File: config.mk
export PLATFORM = sky130hd
export DESIGN_NAME = plcm_cfg
export DESIGN_NICKNAME = d
export VERILOG_FILES = /design/src/plcm_pkg.sv /design/src/plcm_cfg.sv
export SDC_FILE = /design/constraint.sdc
export NUM_CORES = 2
export LEC_CHECK = 0
export BUFFER_PORTS_ARGS = -buffer_cell sky130_fd_sc_hd__buf_4
export CELL_PAD_IN_SITES_DETAIL_PLACEMENT = 1
export CELL_PAD_IN_SITES_GLOBAL_PLACEMENT = 1
export CORE_MARGIN = 8
export CORE_UTILIZATION = 45
export CTS_CLUSTER_DIAMETER = 80
export DETAILED_ROUTE_END_ITERATION = 10
export HOLD_SLACK_MARGIN = 0.05
export PLACE_DENSITY_LB_ADDON = 0.1
export SETUP_SLACK_MARGIN = 0.3
export SLEW_MARGIN = 20
export SYNTH_ARGS = -nofsm -noshare
export SYNTH_HDL_FRONTEND = slang
export SYNTH_SLANG_ARGS = --single-unit
File: constraint.sdc
create_clock -name clk -period 6.95 [get_ports clk]
set_input_delay 1.0425 -clock clk [delete_from_list [all_inputs] [get_ports clk]]
set_output_delay 1.0425 -clock clk [all_outputs]
set_load 0.01 [all_outputs]
File: src/plcm_pkg.sv
// Shared types, constants and color tables for the piecewise-linear color map.
// Used by every module of the block; depends on nothing.
package plcm_pkg;

	// Fixed-point format and field widths
	localparam int FRAC_BITS = 16;
	localparam int DATA_W    = 32;
	localparam int CH_W      = 8;
	localparam int NCH       = 3;
	localparam int IDX_W     = 2;

	// Channel positions inside an rgb_t
	localparam int CH_RED   = 0;
	localparam int CH_GREEN = 1;
	localparam int CH_BLUE  = 2;

	// Rainbow geometry: five segments, four inner stops
	localparam int RAINBOW_SEG = 5;
	localparam int NUM_INNER   = RAINBOW_SEG - 1;
	localparam int SEG_W       = 3;
	localparam int INNER_W     = $clog2(NUM_INNER);
	localparam logic [SEG_W-1:0] SEG_FIRST        = SEG_W'(0);
	localparam logic [SEG_W-1:0] SEG_TWO_LAST     = SEG_W'(1);
	localparam logic [SEG_W-1:0] SEG_RAINBOW_LAST = SEG_W'(RAINBOW_SEG);

	// Blend numerator is at most 255 * span, the quotient fits one channel
	localparam int NUM_W = DATA_W + CH_W;
	localparam int QUO_W = CH_W;

	// Stop sequencer: span / 5 as (span * RECIP_5) >> DIV_SHIFT, exact for 32-bit spans
	localparam int CNT_W     = INNER_W;
	localparam int REM_W     = 3;
	localparam int DIV_STEPS = 2;
	localparam int DIV_SHIFT = 34;
	localparam logic [DATA_W-1:0] RECIP_5    = 32'hCCCC_CCCD;
	localparam logic [DATA_W-1:0] HIGH_RESET = DATA_W'(1) << FRAC_BITS;

	typedef enum logic [IDX_W-1:0] {
		REG_RANGE_LOW    = 2'd0,
		REG_RANGE_HIGH   = 2'd1,
		REG_COLOR_SCHEME = 2'd2
	} reg_idx_t;

	typedef enum logic [1:0] {
		SEQ_LOAD,
		SEQ_DIV,
		SEQ_STOP,
		SEQ_IDLE
	} seq_state_t;

	typedef logic [NCH-1:0][CH_W-1:0]  rgb_t;
	typedef logic [NCH-1:0][NUM_W-1:0] num_t;

	// Configuration view handed to the datapath
	typedef struct packed {
		logic [DATA_W-1:0]                 lo;
		logic [DATA_W-1:0]                 hi;
		logic [NUM_INNER-1:0][DATA_W-1:0]  stop;
		logic                              rainbow;
		logic                              busy;
	} cfg_t;

	// Color of stop idx for the selected scheme
	function automatic rgb_t stop_color(input logic rainbow, input logic [SEG_W-1:0] idx);
		logic [CH_W-1:0] r;
		logic [CH_W-1:0] g;
		logic [CH_W-1:0] b;
		rgb_t            c;
		if (!rainbow) begin
			if (idx == SEG_FIRST) begin
				r = 8'd0;   g = 8'd0;   b = 8'd255;
			end else begin
				r = 8'd255; g = 8'd0;   b = 8'd0;
			end
		end else begin
			case (idx)
				3'd0: begin r = 8'd153; g = 8'd102; b = 8'd255; end
				3'd1: begin r = 8'd0;   g = 8'd0;   b = 8'd255; end
				3'd2: begin r = 8'd0;   g = 8'd255; b = 8'd0;   end
				3'd3: begin r = 8'd255; g = 8'd255; b = 8'd0;   end
				3'd4: begin r = 8'd255; g = 8'd102; b = 8'd0;   end
				default: begin r = 8'd255; g = 8'd0; b = 8'd0; end
			endcase
		end
		c[CH_RED]   = r;
		c[CH_GREEN] = g;
		c[CH_BLUE]  = b;
		return c;
	endfunction

	// Carry into inner stop k (k = idx + 1): floor(k*r/5) - floor((k-1)*r/5)
	function automatic logic stop_inc(input logic [INNER_W-1:0] idx,
	                                  input logic [REM_W-1:0] r);
		logic [NUM_INNER-1:0] mask;
		case (r)
			3'd2:    mask = 4'b0100;
			3'd3:    mask = 4'b1010;
			3'd4:    mask = 4'b1110;
			default: mask = 4'b0000;
		endcase
		return mask[idx];
	endfunction

endpackage

File: src/plcm_cfg.sv
// Configuration registers and the inner-stop sequencer.
// Divides the span by five with a reciprocal multiply and builds the four rainbow stops;
// uses plcm_pkg.
module plcm_cfg import plcm_pkg::*; (
	input  logic              clk,
	input  logic              arst_n,
	input  logic              cfg_valid,
	input  logic [IDX_W-1:0]  cfg_index,
	input  logic [DATA_W-1:0] cfg_data,
	output cfg_t              cfg
);

	logic [DATA_W-1:0] lo_q;
	logic [DATA_W-1:0] hi_q;
	logic              scheme_q;
	seq_state_t        state_q;
	seq_state_t        state_d;
	logic [CNT_W-1:0]  cnt_q;
	logic [CNT_W-1:0]  cnt_d;
	logic [DATA_W-1:0] quo_q;
	logic [REM_W-1:0]  rem_q;
	logic [DATA_W-1:0] run_q;
	logic [DATA_W-1:0] stop_q [NUM_INNER];

	logic                wr_lo;
	logic                wr_hi;
	logic                wr_scheme;
	logic [2*DATA_W-1:0] prod;
	logic [DATA_W-1:0]   quo_div;
	logic [DATA_W-1:0]   run_next;

	localparam logic [CNT_W-1:0]   CNT_LAST  = CNT_W'(DIV_STEPS - 1);
	localparam logic [INNER_W-1:0] STOP_LAST = INNER_W'(NUM_INNER - 1);

	// Write decode
	assign wr_lo     = cfg_valid && (cfg_index == REG_RANGE_LOW);
	assign wr_hi     = cfg_valid && (cfg_index == REG_RANGE_HIGH);
	assign wr_scheme = cfg_valid && (cfg_index == REG_COLOR_SCHEME);

	always_ff @(posedge clk or negedge arst_n) begin
		if (!arst_n) begin
			lo_q     <= '0;
			hi_q     <= HIGH_RESET;
			scheme_q <= 1'b0;
		end else begin
			if (wr_lo)     lo_q     <= cfg_data;
			if (wr_hi)     hi_q     <= cfg_data;
			if (wr_scheme) scheme_q <= cfg_data[0];
		end
	end

	// span / 5 by reciprocal multiply
	assign prod    = (2*DATA_W)'(quo_q) * (2*DATA_W)'(RECIP_5);
	assign quo_div = DATA_W'(prod >> DIV_SHIFT);

	// Next inner stop: previous stop + span/5 + carry from the remainder
	assign run_next = run_q + quo_q + DATA_W'(stop_inc(cnt_q[INNER_W-1:0], rem_q));

	// Sequencer next state
	always_comb begin
		state_d = state_q;
		cnt_d   = cnt_q;
		case (state_q)
			SEQ_LOAD: begin
				state_d = SEQ_DIV;
				cnt_d   = '0;
			end
			SEQ_DIV: begin
				if (cnt_q == CNT_LAST) begin
					state_d = SEQ_STOP;
					cnt_d   = '0;
				end else begin
					cnt_d = cnt_q + CNT_W'(1);
				end
			end
			SEQ_STOP: begin
				if (cnt_q[INNER_W-1:0] == STOP_LAST) begin
					state_d = SEQ_IDLE;
				end else begin
					cnt_d = cnt_q + CNT_W'(1);
				end
			end
			SEQ_IDLE: begin
				state_d = SEQ_IDLE;
			end
			default: begin
				state_d = SEQ_LOAD;
			end
		endcase
		// A new range restarts the stop computation
		if (wr_lo || wr_hi) begin
			state_d = SEQ_LOAD;
		end
	end

	always_ff @(posedge clk or negedge arst_n) begin
		if (!arst_n) begin
			state_q <= SEQ_LOAD;
			cnt_q   <= '0;
		end else begin
			state_q <= state_d;
			cnt_q   <= cnt_d;
		end
	end

	// Sequencer datapath
	always_ff @(posedge clk) begin
		case (state_q)
			SEQ_LOAD: begin
				quo_q <= hi_q - lo_q;
				rem_q <= '0;
				run_q <= lo_q;
			end
			SEQ_DIV: begin
				if (cnt_q == '0) begin
					quo_q <= quo_div;
					rem_q <= quo_q[REM_W-1:0];
				end else begin
					// remainder = span - 5 * quotient, low bits only (q*5 = q + q*4)
					rem_q <= rem_q - quo_q[REM_W-1:0] - (quo_q[REM_W-1:0] << 2);
				end
			end
			SEQ_STOP: begin
				run_q                       <= run_next;
				stop_q[cnt_q[INNER_W-1:0]] <= run_next;
			end
			default: begin
			end
		endcase
	end

	// Configuration view
	always_comb begin
		cfg.lo      = lo_q;
		cfg.hi      = hi_q;
		for (int k = 0; k < NUM_INNER; k++) begin
			cfg.stop[k] = stop_q[k];
		end
		cfg.rainbow = scheme_q;
		cfg.busy    = (state_q != SEQ_IDLE);
	end

endmodule

==> results summary <==
The checks that failed: setup timing. In the routed design, unresolved DRC markers number 0. The total iterations of the first detailed-routing run is 5.

The overall die width is ~270 um. Of all flip-flops after synthesis, the portion carrying an async set or reset was 0.261. The area growth from synthesis to layout is 27.9%. The run finished, with violations left. Clock latency on the worst-skew pair, taken at its later pin, is 0.60 ns. The count of state elements after synthesis is roughly 260. TritonCTS built the clock tree.

The die span in y came out at 272 um. The detailed-route wire length is 111000 um. The I/O pin count is 231.

The floorplan step defined a die boundary enclosing approximately 74000 um^2. The number of nets in the synthesized netlist is about 3600. The number of hold buffers added after cts is 0. The aggregate global routing overflow is 0. The critical path is of the reg2reg type.

The net count of the finished layout is 4215. After filler insertion, the fill cell instance count of the layout stands at 7044. The initial antenna violation count is 1.

The critical path startpoint category is a register. In this run the number of H-tree levels came out at 1. The average cell area after synthesis came out at 10.8 um^2. The total area inside the core boundary comes to between 60000 and 70000 um^2. Headroom to the max-slew limit came out at 0.245. Setup violations remaining at the end of the flow were counted as 27. The number of enable-type register cells in the synthesized netlist is 195.

The tree is rooted in a sky130_fd_sc_hd__clkbuf_16. Leaving out fill and tap cells, the most frequent cell in the layout is sky130_fd_sc_hd__buf_4. The worst path setup slack after routing came out at -0.514 ns.

The global-route usage over all layers is 0.296. The total via count in the routed design is approximately 23000. The number of warnings reported in the yosys synthesis log came out at 0.

Yosys mapped the design onto between 60 and 70 distinct sky130hd cell types. In the final routed layout, each cell accounts on average for 26.1 um. Counting tap cells, the placed design contains a total of 4134 instances. Tracing the worst setup path back leads to its startpoint at quo_q[14].

After the first detailed-routing iteration, the DRC count stood at 1338. The number of nets with antenna violations after detailed routing is 0. The sequential cell area in the final layout is 7580 um^2. The number of global-route vias before repair came out at 26500. The effective utilization at floorplan came out at 0.451. The endpoint required time on the critical path came out at between 7 and 8 ns. Setup repair after global routing could not meet its margin everywhere.

The detailed placer's ending HPWL is 93500 um. The smallest clock period supported by the final layout is computed as 7.46 ns. The number of clock buffers inserted by TritonCTS came out at 30. The most common cell type on the critical path is sky130_fd_sc_hd__fa_1. Timing would allow up to ~0.13 GHz.

The deepest clock path buffer count came out at 3. The startpoint identified for the worst register-to-register timing path is quo_q[14]. In the layout the commonest cells are sky130_fd_sc_hd__buf_4, sky130_fd_sc_hd__inv_1, sky130_fd_sc_hd__fa_1. The max capacitance violation total is 0.

After clock tree synthesis, the clock-pin slew on the worst setup and hold paths is 0.07 ns. The worst clock skew came out at 0.0181 ns. The fraction of the cycle the final worst path needs came out at 1.07. The proportion of layout cells with a drive suffix above 1 came out at 0.284.

The slowest stage of the critical path belongs to the cell sky130_fd_sc_hd__fa_1. The peak per-stage delay on the critical path came out at 0.54 ns. The final standard cell count with taps included and fillers excluded came out at 4258. The number of port buffers came out at 230.

The number of rows created at floorplan is 94. Of the synthesized area, sequential elements account for 0.257. The path category of the worst min-delay check is in2async. The count of final max-slew check failures is 0.

The vias per cell is ~5.4. Along the worst path, the maximum fanout reaches 4. The post-synthesis instance area came out at about 30000 um^2. STA classifies the critical path endpoint as a register. The final instance area is between 30000 and 40000 um^2. The placement-stage cell area is between 30000 and 40000 um^2. Entering global routing, the biggest net connects 64 pins. The footprint of the multi-input gates came out at 20800 um^2. The transition at the pin with the smallest max-transition slack came out at between 1 and 1.5 ns. The first-pass GRT wire length came out at 166000 um. The final-report hold violation count is 0. The gate count of the mapped netlist is 2736. The tree built by TritonCTS fans out to 264 sinks. The most common flop cell mapped by yosys is sky130_fd_sc_hd__edfxtp_1.

The final weighted congestion in routability-driven placement came out at 0.964. The endpoint arrival time on the critical path came out at roughly 7.9 ns. The post-layout utilization of the core is 0.577.
-- worst max-delay path: cells and delay by family, from the launching register on --
kind,cells,cell delay [ns]
fa+ha+maj,9,3.77
compound gates,6,1.46
simple gates,4,1.03
buf+inv,6,0.53
flops,1,0.52
-- repair_timing --
item,4_1_cts,5_1_grt
gates resized for setup,145,116
pin swaps,72,85
setup endpoints to repair,30,30
buffers inserted,44,23
-- final cells by class --
class | count | share of cell area
clock buffer | 33 | 0.0202
sequential | 264 | 0.201
timing repair buffer | 657 | 0.133
clock inverter | 23 | 0.00723
tap | 864 | 0.0287
multi-input combinational | 1828 | 0.551
antenna | 1 | 0.0000663
inverter | 588 | 0.0586
-- cells in the mapped netlist, types with 24 or more instances --
cell type                  count  area (um^2)
sky130_fd_sc_hd__ha_1        419         5240
sky130_fd_sc_hd__o21ai_0     138          691
sky130_fd_sc_hd__xnor2_1      74          648
sky130_fd_sc_hd__a21o_1       81          608
sky130_fd_sc_hd__edfxtp_1    195         5860
sky130_fd_sc_hd__inv_1       588         2210
sky130_fd_sc_hd__clkbuf_1     45          169
sky130_fd_sc_hd__mux2_2       45          507
sky130_fd_sc_hd__fa_1        390         7810
sky130_fd_sc_hd__dfrtp_1      68         1700
sky130_fd_sc_hd__nor2_1       66          248
sky130_fd_sc_hd__a21oi_1     126          631
sky130_fd_sc_hd__nand3_1      24          120
sky130_fd_sc_hd__xor2_1       59          517
sky130_fd_sc_hd__nand2_1     142          533
-- state kept, by name, summed over array words and instances (netlist names) --
name and cells:
hi_q 32, rem_q 3, cnt_q 2, run_q 32, lo_q 32, quo_q 32
scheme_q 1, stop_q 128, state_q 2
-- logic make-up after synthesis --
logic type,share of synthesized area
AO/OA/AOI/OAI,0.100
multiplexers,0.0189
adder cells (fa/ha/maj),0.442
XOR/XNOR,0.0395
flip-flops,0.257
buffers and inverters,0.0821
AND/OR/NAND/NOR,0.0600
-- per-layer routing --
| metal | wire length, um | up-vias | GRT usage |
|---|---|---|---|
| met2 | 55200 | 657 | 0.513 |
| met5 | 0 | - | 0 |
| met3 | 7310 | 172 | 0.0624 |
| met4 | 3500 | 0 | 0.0769 |
| met1 | 45400 | 11900 | 0.374 |
| li1 | - | 10300 | - |
-- final timing paths --
check / cells after the start / slack [ns] / to
max in group asynchronous: 2 / 5.59 / lo_q[17]
hold reg to reg: 1 / 0.51 / scheme_q
setup reg to reg: 25 / -0.51 / quo_q[27]
setup / recovery: 25 / -0.51 / quo_q[27]
min in group clk: 1 / 0.51 / scheme_q
hold / removal: 1 / 0.27 / state_q[1]
-- metrics by stage --
| step | setup slack (ns) | hold WS [ns] | TNS (ns) |
|---|---|---|---|
| global route | -0.725 | 0.260 | -13.42 |
| global placement | -0.658 | 0.494 | -11.15 |
| finish | -0.514 | 0.271 | -7.80 |
| CTS | -0.552 | 0.254 | -6.10 |
| detailed placement | -0.798 | 0.502 | -13.09 |
| floorplan | -0.199 | 0.481 | -0.508 |
Power is not shown: default switching activity piles up to over one toggle a cycle in this logic, so the estimate is an artifact.
