**src/plcm_pkg.sv**
```systemverilog
// Shared types, constants and color tables for the piecewise-linear color map.
// Used by every module of the block; depends on nothing.
package plcm_pkg;

	// Fixed-point format and field widths
	localparam int FRAC_BITS = 16;
	localparam int DATA_W    = 32;
	localparam int CH_W      = 8;
	localparam int NCH       = 3;
	localparam int IDX_W     = 2;

	// Channel positions inside an rgb_t
	localparam int CH_RED   = 0;
	localparam int CH_GREEN = 1;
	localparam int CH_BLUE  = 2;

	// Rainbow geometry: five segments, four inner stops
	localparam int RAINBOW_SEG = 5;
	localparam int NUM_INNER   = RAINBOW_SEG - 1;
	localparam int SEG_W       = 3;
	localparam int INNER_W     = $clog2(NUM_INNER);
	localparam logic [SEG_W-1:0] SEG_FIRST        = SEG_W'(0);
	localparam logic [SEG_W-1:0] SEG_TWO_LAST     = SEG_W'(1);
	localparam logic [SEG_W-1:0] SEG_RAINBOW_LAST = SEG_W'(RAINBOW_SEG);

	// Blend numerator is at most 255 * span, the quotient fits one channel
	localparam int NUM_W = DATA_W + CH_W;
	localparam int QUO_W = CH_W;

	// Stop sequencer: span / 5 as (span * RECIP_5) >> DIV_SHIFT, exact for 32-bit spans
	localparam int CNT_W     = INNER_W;
	localparam int REM_W     = 3;
	localparam int DIV_STEPS = 2;
	localparam int DIV_SHIFT = 34;
	localparam logic [DATA_W-1:0] RECIP_5    = 32'hCCCC_CCCD;
	localparam logic [DATA_W-1:0] HIGH_RESET = DATA_W'(1) << FRAC_BITS;

	typedef enum logic [IDX_W-1:0] {
		REG_RANGE_LOW    = 2'd0,
		REG_RANGE_HIGH   = 2'd1,
		REG_COLOR_SCHEME = 2'd2
	} reg_idx_t;

	typedef enum logic [1:0] {
		SEQ_LOAD,
		SEQ_DIV,
		SEQ_STOP,
		SEQ_IDLE
	} seq_state_t;

	typedef logic [NCH-1:0][CH_W-1:0]  rgb_t;
	typedef logic [NCH-1:0][NUM_W-1:0] num_t;

	// Configuration view handed to the datapath
	typedef struct packed {
		logic [DATA_W-1:0]                 lo;
		logic [DATA_W-1:0]                 hi;
		logic [NUM_INNER-1:0][DATA_W-1:0]  stop;
		logic                              rainbow;
		logic                              busy;
	} cfg_t;

	// Color of stop idx for the selected scheme
	function automatic rgb_t stop_color(input logic rainbow, input logic [SEG_W-1:0] idx);
		logic [CH_W-1:0] r;
		logic [CH_W-1:0] g;
		logic [CH_W-1:0] b;
		rgb_t            c;
		if (!rainbow) begin
			if (idx == SEG_FIRST) begin
				r = 8'd0;   g = 8'd0;   b = 8'd255;
			end else begin
				r = 8'd255; g = 8'd0;   b = 8'd0;
			end
		end else begin
			case (idx)
				3'd0: begin r = 8'd153; g = 8'd102; b = 8'd255; end
				3'd1: begin r = 8'd0;   g = 8'd0;   b = 8'd255; end
				3'd2: begin r = 8'd0;   g = 8'd255; b = 8'd0;   end
				3'd3: begin r = 8'd255; g = 8'd255; b = 8'd0;   end
				3'd4: begin r = 8'd255; g = 8'd102; b = 8'd0;   end
				default: begin r = 8'd255; g = 8'd0; b = 8'd0; end
			endcase
		end
		c[CH_RED]   = r;
		c[CH_GREEN] = g;
		c[CH_BLUE]  = b;
		return c;
	endfunction

	// Carry into inner stop k (k = idx + 1): floor(k*r/5) - floor((k-1)*r/5)
	function automatic logic stop_inc(input logic [INNER_W-1:0] idx,
	                                  input logic [REM_W-1:0] r);
		logic [NUM_INNER-1:0] mask;
		case (r)
			3'd2:    mask = 4'b0100;
			3'd3:    mask = 4'b1010;
			3'd4:    mask = 4'b1110;
			default: mask = 4'b0000;
		endcase
		return mask[idx];
	endfunction

endpackage

```
**src/plcm_front.sv**
```systemverilog
// Front pipeline: segment search, blend weights, products and numerator sum.
// Four stages with per-stage valid and bubble-collapsing stall; uses plcm_pkg.
module plcm_front import plcm_pkg::*; (
	input  logic              clk,
	input  logic              arst_n,
	input  cfg_t              cfg,
	input  logic              in_valid,
	output logic              in_ready,
	input  logic [DATA_W-1:0] sample_value,
	output logic              dn_valid,
	input  logic              dn_ready,
	output num_t              dn_num,
	output logic [DATA_W-1:0] dn_den
);

	logic en1, en2, en3, en4;
	logic vld_s1, vld_s2, vld_s3, vld_s4;

	// Stage 1 registers
	logic [DATA_W-1:0] v_s1;
	logic              lelo_s1;
	logic              gehi_s1;
	logic [SEG_W-1:0]  seg_s1;

	// Stage 2 registers
	rgb_t              c0_s2;
	rgb_t              c1_s2;
	logic [DATA_W-1:0] w0_s2;
	logic [DATA_W-1:0] w1_s2;
	logic [DATA_W-1:0] den_s2;

	// Stage 3 and 4 registers
	num_t              p0_s3;
	num_t              p1_s3;
	logic [DATA_W-1:0] den_s3;
	num_t              num_s4;
	logic [DATA_W-1:0] den_s4;

	logic [NUM_INNER-1:0] ge_stop;
	logic [SEG_W-1:0]     seg_c;
	logic [DATA_W-1:0]    s0_c;
	logic [DATA_W-1:0]    s1_c;
	rgb_t                 c0_c;
	rgb_t                 c1_c;
	logic [DATA_W-1:0]    w0_c;
	logic [DATA_W-1:0]    w1_c;
	logic [DATA_W-1:0]    den_c;
	num_t                 p0_c;
	num_t                 p1_c;

	// Stage advance: a stage moves when empty or when the next one moves
	assign en4      = !vld_s4 || dn_ready;
	assign en3      = !vld_s3 || en4;
	assign en2      = !vld_s2 || en3;
	assign en1      = !vld_s1 || en2;
	assign in_ready = en1;

	always_ff @(posedge clk or negedge arst_n) begin
		if (!arst_n) begin
			vld_s1 <= 1'b0;
			vld_s2 <= 1'b0;
			vld_s3 <= 1'b0;
			vld_s4 <= 1'b0;
		end else begin
			if (en1) vld_s1 <= in_valid;
			if (en2) vld_s2 <= vld_s1;
			if (en3) vld_s3 <= vld_s2;
			if (en4) vld_s4 <= vld_s3;
		end
	end

	// Stage 1: range tests and segment = number of inner stops at or below the value
	always_comb begin
		seg_c = '0;
		for (int k = 0; k < NUM_INNER; k++) begin
			ge_stop[k] = $signed(sample_value) >= $signed(cfg.stop[k]);
			seg_c      = seg_c + SEG_W'(ge_stop[k]);
		end
		if (!cfg.rainbow) begin
			seg_c = SEG_FIRST;
		end
	end

	always_ff @(posedge clk) begin
		if (en1) begin
			v_s1    <= sample_value;
			lelo_s1 <= $signed(sample_value) <= $signed(cfg.lo);
			gehi_s1 <= $signed(sample_value) >= $signed(cfg.hi);
			seg_s1  <= seg_c;
		end
	end

	// Stage 2: bounding stops, weights and end colors
	always_comb begin
		case (seg_s1)
			3'd1:    s0_c = cfg.stop[0];
			3'd2:    s0_c = cfg.stop[1];
			3'd3:    s0_c = cfg.stop[2];
			3'd4:    s0_c = cfg.stop[3];
			default: s0_c = cfg.lo;
		endcase
		if (!cfg.rainbow) begin
			s1_c = cfg.hi;
		end else begin
			case (seg_s1)
				3'd0:    s1_c = cfg.stop[0];
				3'd1:    s1_c = cfg.stop[1];
				3'd2:    s1_c = cfg.stop[2];
				3'd3:    s1_c = cfg.stop[3];
				default: s1_c = cfg.hi;
			endcase
		end
		c0_c  = stop_color(cfg.rainbow, seg_s1);
		c1_c  = stop_color(cfg.rainbow, seg_s1 + SEG_W'(1));
		w0_c  = s1_c - v_s1;
		w1_c  = v_s1 - s0_c;
		den_c = s1_c - s0_c;
		// Clamped values pass one end color through unchanged
		if (lelo_s1 || gehi_s1) begin
			c0_c  = stop_color(cfg.rainbow, lelo_s1 ? SEG_FIRST :
			                   (cfg.rainbow ? SEG_RAINBOW_LAST : SEG_TWO_LAST));
			w0_c  = DATA_W'(1);
			w1_c  = '0;
			den_c = DATA_W'(1);
		end
	end

	always_ff @(posedge clk) begin
		if (en2) begin
			c0_s2  <= c0_c;
			c1_s2  <= c1_c;
			w0_s2  <= w0_c;
			w1_s2  <= w1_c;
			den_s2 <= den_c;
		end
	end

	// Stage 3: channel times weight products
	always_comb begin
		for (int ch = 0; ch < NCH; ch++) begin
			p0_c[ch] = NUM_W'(c0_s2[ch]) * NUM_W'(w0_s2);
			p1_c[ch] = NUM_W'(c1_s2[ch]) * NUM_W'(w1_s2);
		end
	end

	always_ff @(posedge clk) begin
		if (en3) begin
			p0_s3  <= p0_c;
			p1_s3  <= p1_c;
			den_s3 <= den_s2;
		end
	end

	// Stage 4: numerator sum, bounded by 255 * den
	always_ff @(posedge clk) begin
		if (en4) begin
			for (int ch = 0; ch < NCH; ch++) begin
				num_s4[ch] <= p0_s3[ch] + p1_s3[ch];
			end
			den_s4 <= den_s3;
		end
	end

	assign dn_valid = vld_s4;
	assign dn_num   = num_s4;
	assign dn_den   = den_s4;

endmodule

```
**config.mk**
```make
export PLATFORM = sky130hd
export DESIGN_NAME = plcm_front
export DESIGN_NICKNAME = d
export VERILOG_FILES = /design/src/plcm_pkg.sv /design/src/plcm_front.sv
export SDC_FILE = /design/constraint.sdc
export NUM_CORES = 2
export LEC_CHECK = 0
export BUFFER_PORTS_ARGS = -buffer_cell sky130_fd_sc_hd__buf_2
export CAP_MARGIN = 0
export CORE_ASPECT_RATIO = 0.7
export CORE_MARGIN = 8
export CORE_UTILIZATION = 61
export CTS_BUF_LIST = sky130_fd_sc_hd__clkbuf_8
export DETAILED_ROUTE_END_ITERATION = 10
export GPL_ROUTABILITY_DRIVEN = 0
export GPL_TIMING_DRIVEN = 1
export PLACE_DENSITY = 0.79
export SLEW_MARGIN = 20
export SYNTH_ARGS = -nofsm -noshare
export SYNTH_HDL_FRONTEND = slang
export SYNTH_SLANG_ARGS = --single-unit
```
**constraint.sdc**
```tcl
create_clock -name clk -period 22.6 [get_ports clk]
set_input_delay 2.26 -clock clk [delete_from_list [all_inputs] [get_ports clk]]
set_output_delay 2.26 -clock clk [all_outputs]
set_load 0.05 [all_outputs]
```
==> run_results.csv <==
group,metric,value,unit
status,outcome,"finished, violations left",
status,violations,"max-slew violations",
yosys,avgSynthCellArea,9.570,um^2
yosys,syn-num-nets,9898,
clock_network,post_cts_buffers,0,
hold_path,hp-class,"flip-flop to flip-flop",
die,core-area,123800,um^2
die,start_util,61.40,%
timing,rsz0062_at_grt,"false",
worst_setup_path,critPathRequiredTime,23.17,ns
drt,wl_per_cell,21.46,um
layout,fin_nets,10150,
layout,fin_area,81460,um^2
worst_setup_path,crit_type,"flip-flop to flip-flop",
clock_network,cts-root-buf,"clkbuf_8",
placement,dp_hpwl,176400,um
yosys,ys_seq_area_share,22.53,%
clock_network,clk_pin_slew,0.07,ns
yosys,ys_top_cells_by_area,"fa_1, edfxtp_1, ha_1",
flow_run,max_cap_violations,0,
grt,antenna_found_initial,19,
yosys,ys_seq_elements,571,
yosys,async_flop_share,0.7005,%
timing,tightest_slew,1.652,ns
drt,drc,0,
yosys,synthCells,7942,
placement,post_dp_cell_area,79300,um^2
worst_setup_path,cp_num_buf_inv,3,
timing,setup_slack,15.32,ns
layout,drive_gt1_share,7.336,%
worst_setup_path,cp_cell_sequence,"xor2_1 -> xor2_1 -> nand2_1 -> fa_1 -> inv_1 -> fa_1 -> inv_1 -> fa_1 -> inv_1 -> ha_1 -> a22oi_1 -> nand3_1 -> nor4_1 -> o32ai_1 -> o221ai_1 -> o21ai_1 -> a211o_1 -> a21oi_1 -> o21ai_1 -> xor2_1",
grt,grt_pass1_wl,334000,um
timing,max_slew_margin,-10.14,%
worst_setup_path,end_kind,"flip-flop",
yosys,synth_ff_type,"edfxtp_1",
drt,ant_nets,0,
worst_setup_path,cp_slowest_stage_delay,0.99,ns
timing,fin_skew,0.08181,ns
die,die_h,311.3,um
grt,grt_usage,30.80,%
grt,grt.overflow.total,0,
yosys,synth_enable_flop_cells,567,
clock_network,postCtsResizedCells,0,
timing,finalSetupViolCount,0,
drt,totalWireLength,213200,um
yosys,synth_top_area_cell,"fa_1",
layout,syn2layout_area_growth,7.179,%
drt,first_pass_iters,8,
clock_network,cts_max_level,3,
timing,fmax,0.1374,GHz
clock_network,numCtsBuffers,98,
timing,hold_viol,0,
timing,fin_crit,7.276,ns
clock_network,cts_sinks,571,
clock_network,cts_tree,"built",
timing,slew_violations,70,
placement,dp_worst_setup_slack,15.47,ns
worst_setup_path,crit_path_top_delay_cell,"edfxtp_1",
die,die_w,437.9,um
clock_network,clockBufferDepth,3,
worst_setup_path,crit_path_max_fanout,14,
clock_network,holdBufCountCts,0,
drt,drt-initial-drc-count,6962,
worst_setup_path,cpLargestDelayFamily,"compound AO/OA/AOI/OAI gates",
grt,grt_max_degree,167,
drt,routed-via-count,60350,
die,io_pins,384,
timing,finalSetupTns,0,ns
clock_network,clock_latency,0.88,ns
die,num_rows,108,
drt,vias_per_cell,6.073,
yosys,netlist.area_leader.share,22.68,%
grt,grt_pass1_vias,60070,
die,die_area,136300,um^2
yosys,synth_cell_type_count,84,
timing,fin_crit_sh,32.19,%
yosys,ys_warn_count,0,
placement,portBuffers,382,
layout,fillers,9739,
yosys,synth_area,76000,um^2
worst_setup_path,crit_path_start_kind,"flip-flop",
worst_setup_path,cp.arrival,7.84,ns
-- metal layers --
metal,wire (um),GRT usage (%),vias up
met4,10190,12.21,8
met1,90160,44.08,29160
met2,88420,44.62,3366
li1,-,-,27220
met5,58,0,-
met3,24400,8.194,603
-- stage by stage --
step	hold slack [ns]	instances	util (%)
6_report	0.4043	9937	65.81
5_1_grt	0.4192	9933	65.80
4_1_cts	0.4077	9922	65.75
3_5_place_dp	0.4045	9742	64.07
3_3_place_gp	0.4015	9742	64.07
2_1_floorplan	0.4003	7942	-
-- cell usage after synthesis, drive strengths merged (127+ instances only) --
| library cell | n |
|---|---|
| inv | 1417 |
| ha | 865 |
| fa | 861 |
| a21oi | 579 |
| edfxtp | 567 |
| nand2 | 520 |
| a21o | 392 |
| nor2 | 332 |
| xnor2 | 311 |
| o21ai | 268 |
| and2 | 264 |
| xor2 | 260 |
| clkbuf | 247 |
| a22oi | 127 |
-- flip-flops by register name, summed over array words and instances (netlist names), 32 cells and up --
name    cells
den_s3     32
v_s1       32
p0_s3     120
dn_den     32
den_s2     32
w1_s2      32
p1_s3     120
dn_num    120
w0_s2      32
-- logic make-up (layout without fill, tap and decap cells) --
| kind of cell | Yosys count | in the layout | synth area share, % |
|---|---|---|---|
| fa+ha+maj | 1760 | 1760 | 37.37 |
| compound gates | 1777 | 1777 | 15.09 |
| mux | 3 | 3 | 0.03951 |
| other cells | 0 | 13 | 0 |
| simple gates | 1579 | 1579 | 10.08 |
| xor+xnor | 571 | 571 | 6.580 |
| flops | 571 | 571 | 22.53 |
| buf+inv | 1681 | 2013 | 8.309 |
-- final timing paths --
path,from,to,slack [ns],cells past startpoint
worst max-delay path,w0_s2[5]$_SDFFCE_PN0P_,p0_s3[118]$_DFFE_PP_,15.32,20
worst min-delay path,den_s2[22]$_SDFFCE_PN0P_,den_s3[22]$_DFFE_PP_,0.40,0
worst max register to register,w0_s2[5]$_SDFFCE_PN0P_,p0_s3[118]$_DFFE_PP_,15.32,20
worst min register to register,den_s2[22]$_SDFFCE_PN0P_,den_s3[22]$_DFFE_PP_,0.40,0
max in group asynchronous,arst_n,dn_valid$_DFFE_PN0P_,21.27,1
min in group asynchronous,arst_n,vld_s1$_DFFE_PN0P_,1.20,1
-- placed cells by master, fill, tap and decap left out, drive strengths merged, types with 50 or more instances in the layout --
cell / netlist / final
nand4: 109 / 109
buf: 17 / 416
nand3: 68 / 68
ha: 865 / 865
nor2: 332 / 332
xnor2: 311 / 311
nand2: 520 / 520
o21a: 60 / 60
nand2b: 53 / 53
xor2: 260 / 260
a21oi: 579 / 579
a21o: 392 / 392
nor2b: 56 / 56
and3: 52 / 52
fa: 861 / 861
clkbuf: 247 / 101
nor3: 58 / 58
and2: 264 / 264
a211oi: 50 / 50
o21ai: 268 / 268
a22oi: 127 / 127
edfxtp: 567 / 567
o21bai: 50 / 50
a31oi: 50 / 50
inv: 1417 / 1440
-- layout make-up --
type / count / area, um^2 / area share (%)
Timing Repair Buffer: 416 / 2207 / 2.710
Clock buffer: 101 / 1390 / 1.706
Tap cell: 1650 / 2064 / 2.534
Inverter: 1417 / 5324 / 6.536
Sequential cell: 571 / 17130 / 21.02
Clock inverter: 79 / 690.7 / 0.8479
Multi-Input combinational cell: 5690 / 52620 / 64.60
Antenna cell: 13 / 32.53 / 0.03994
Power is left out: the tool's default activity adds up to more than one toggle a clock period on the data nets, which glitch-free logic cannot reach.
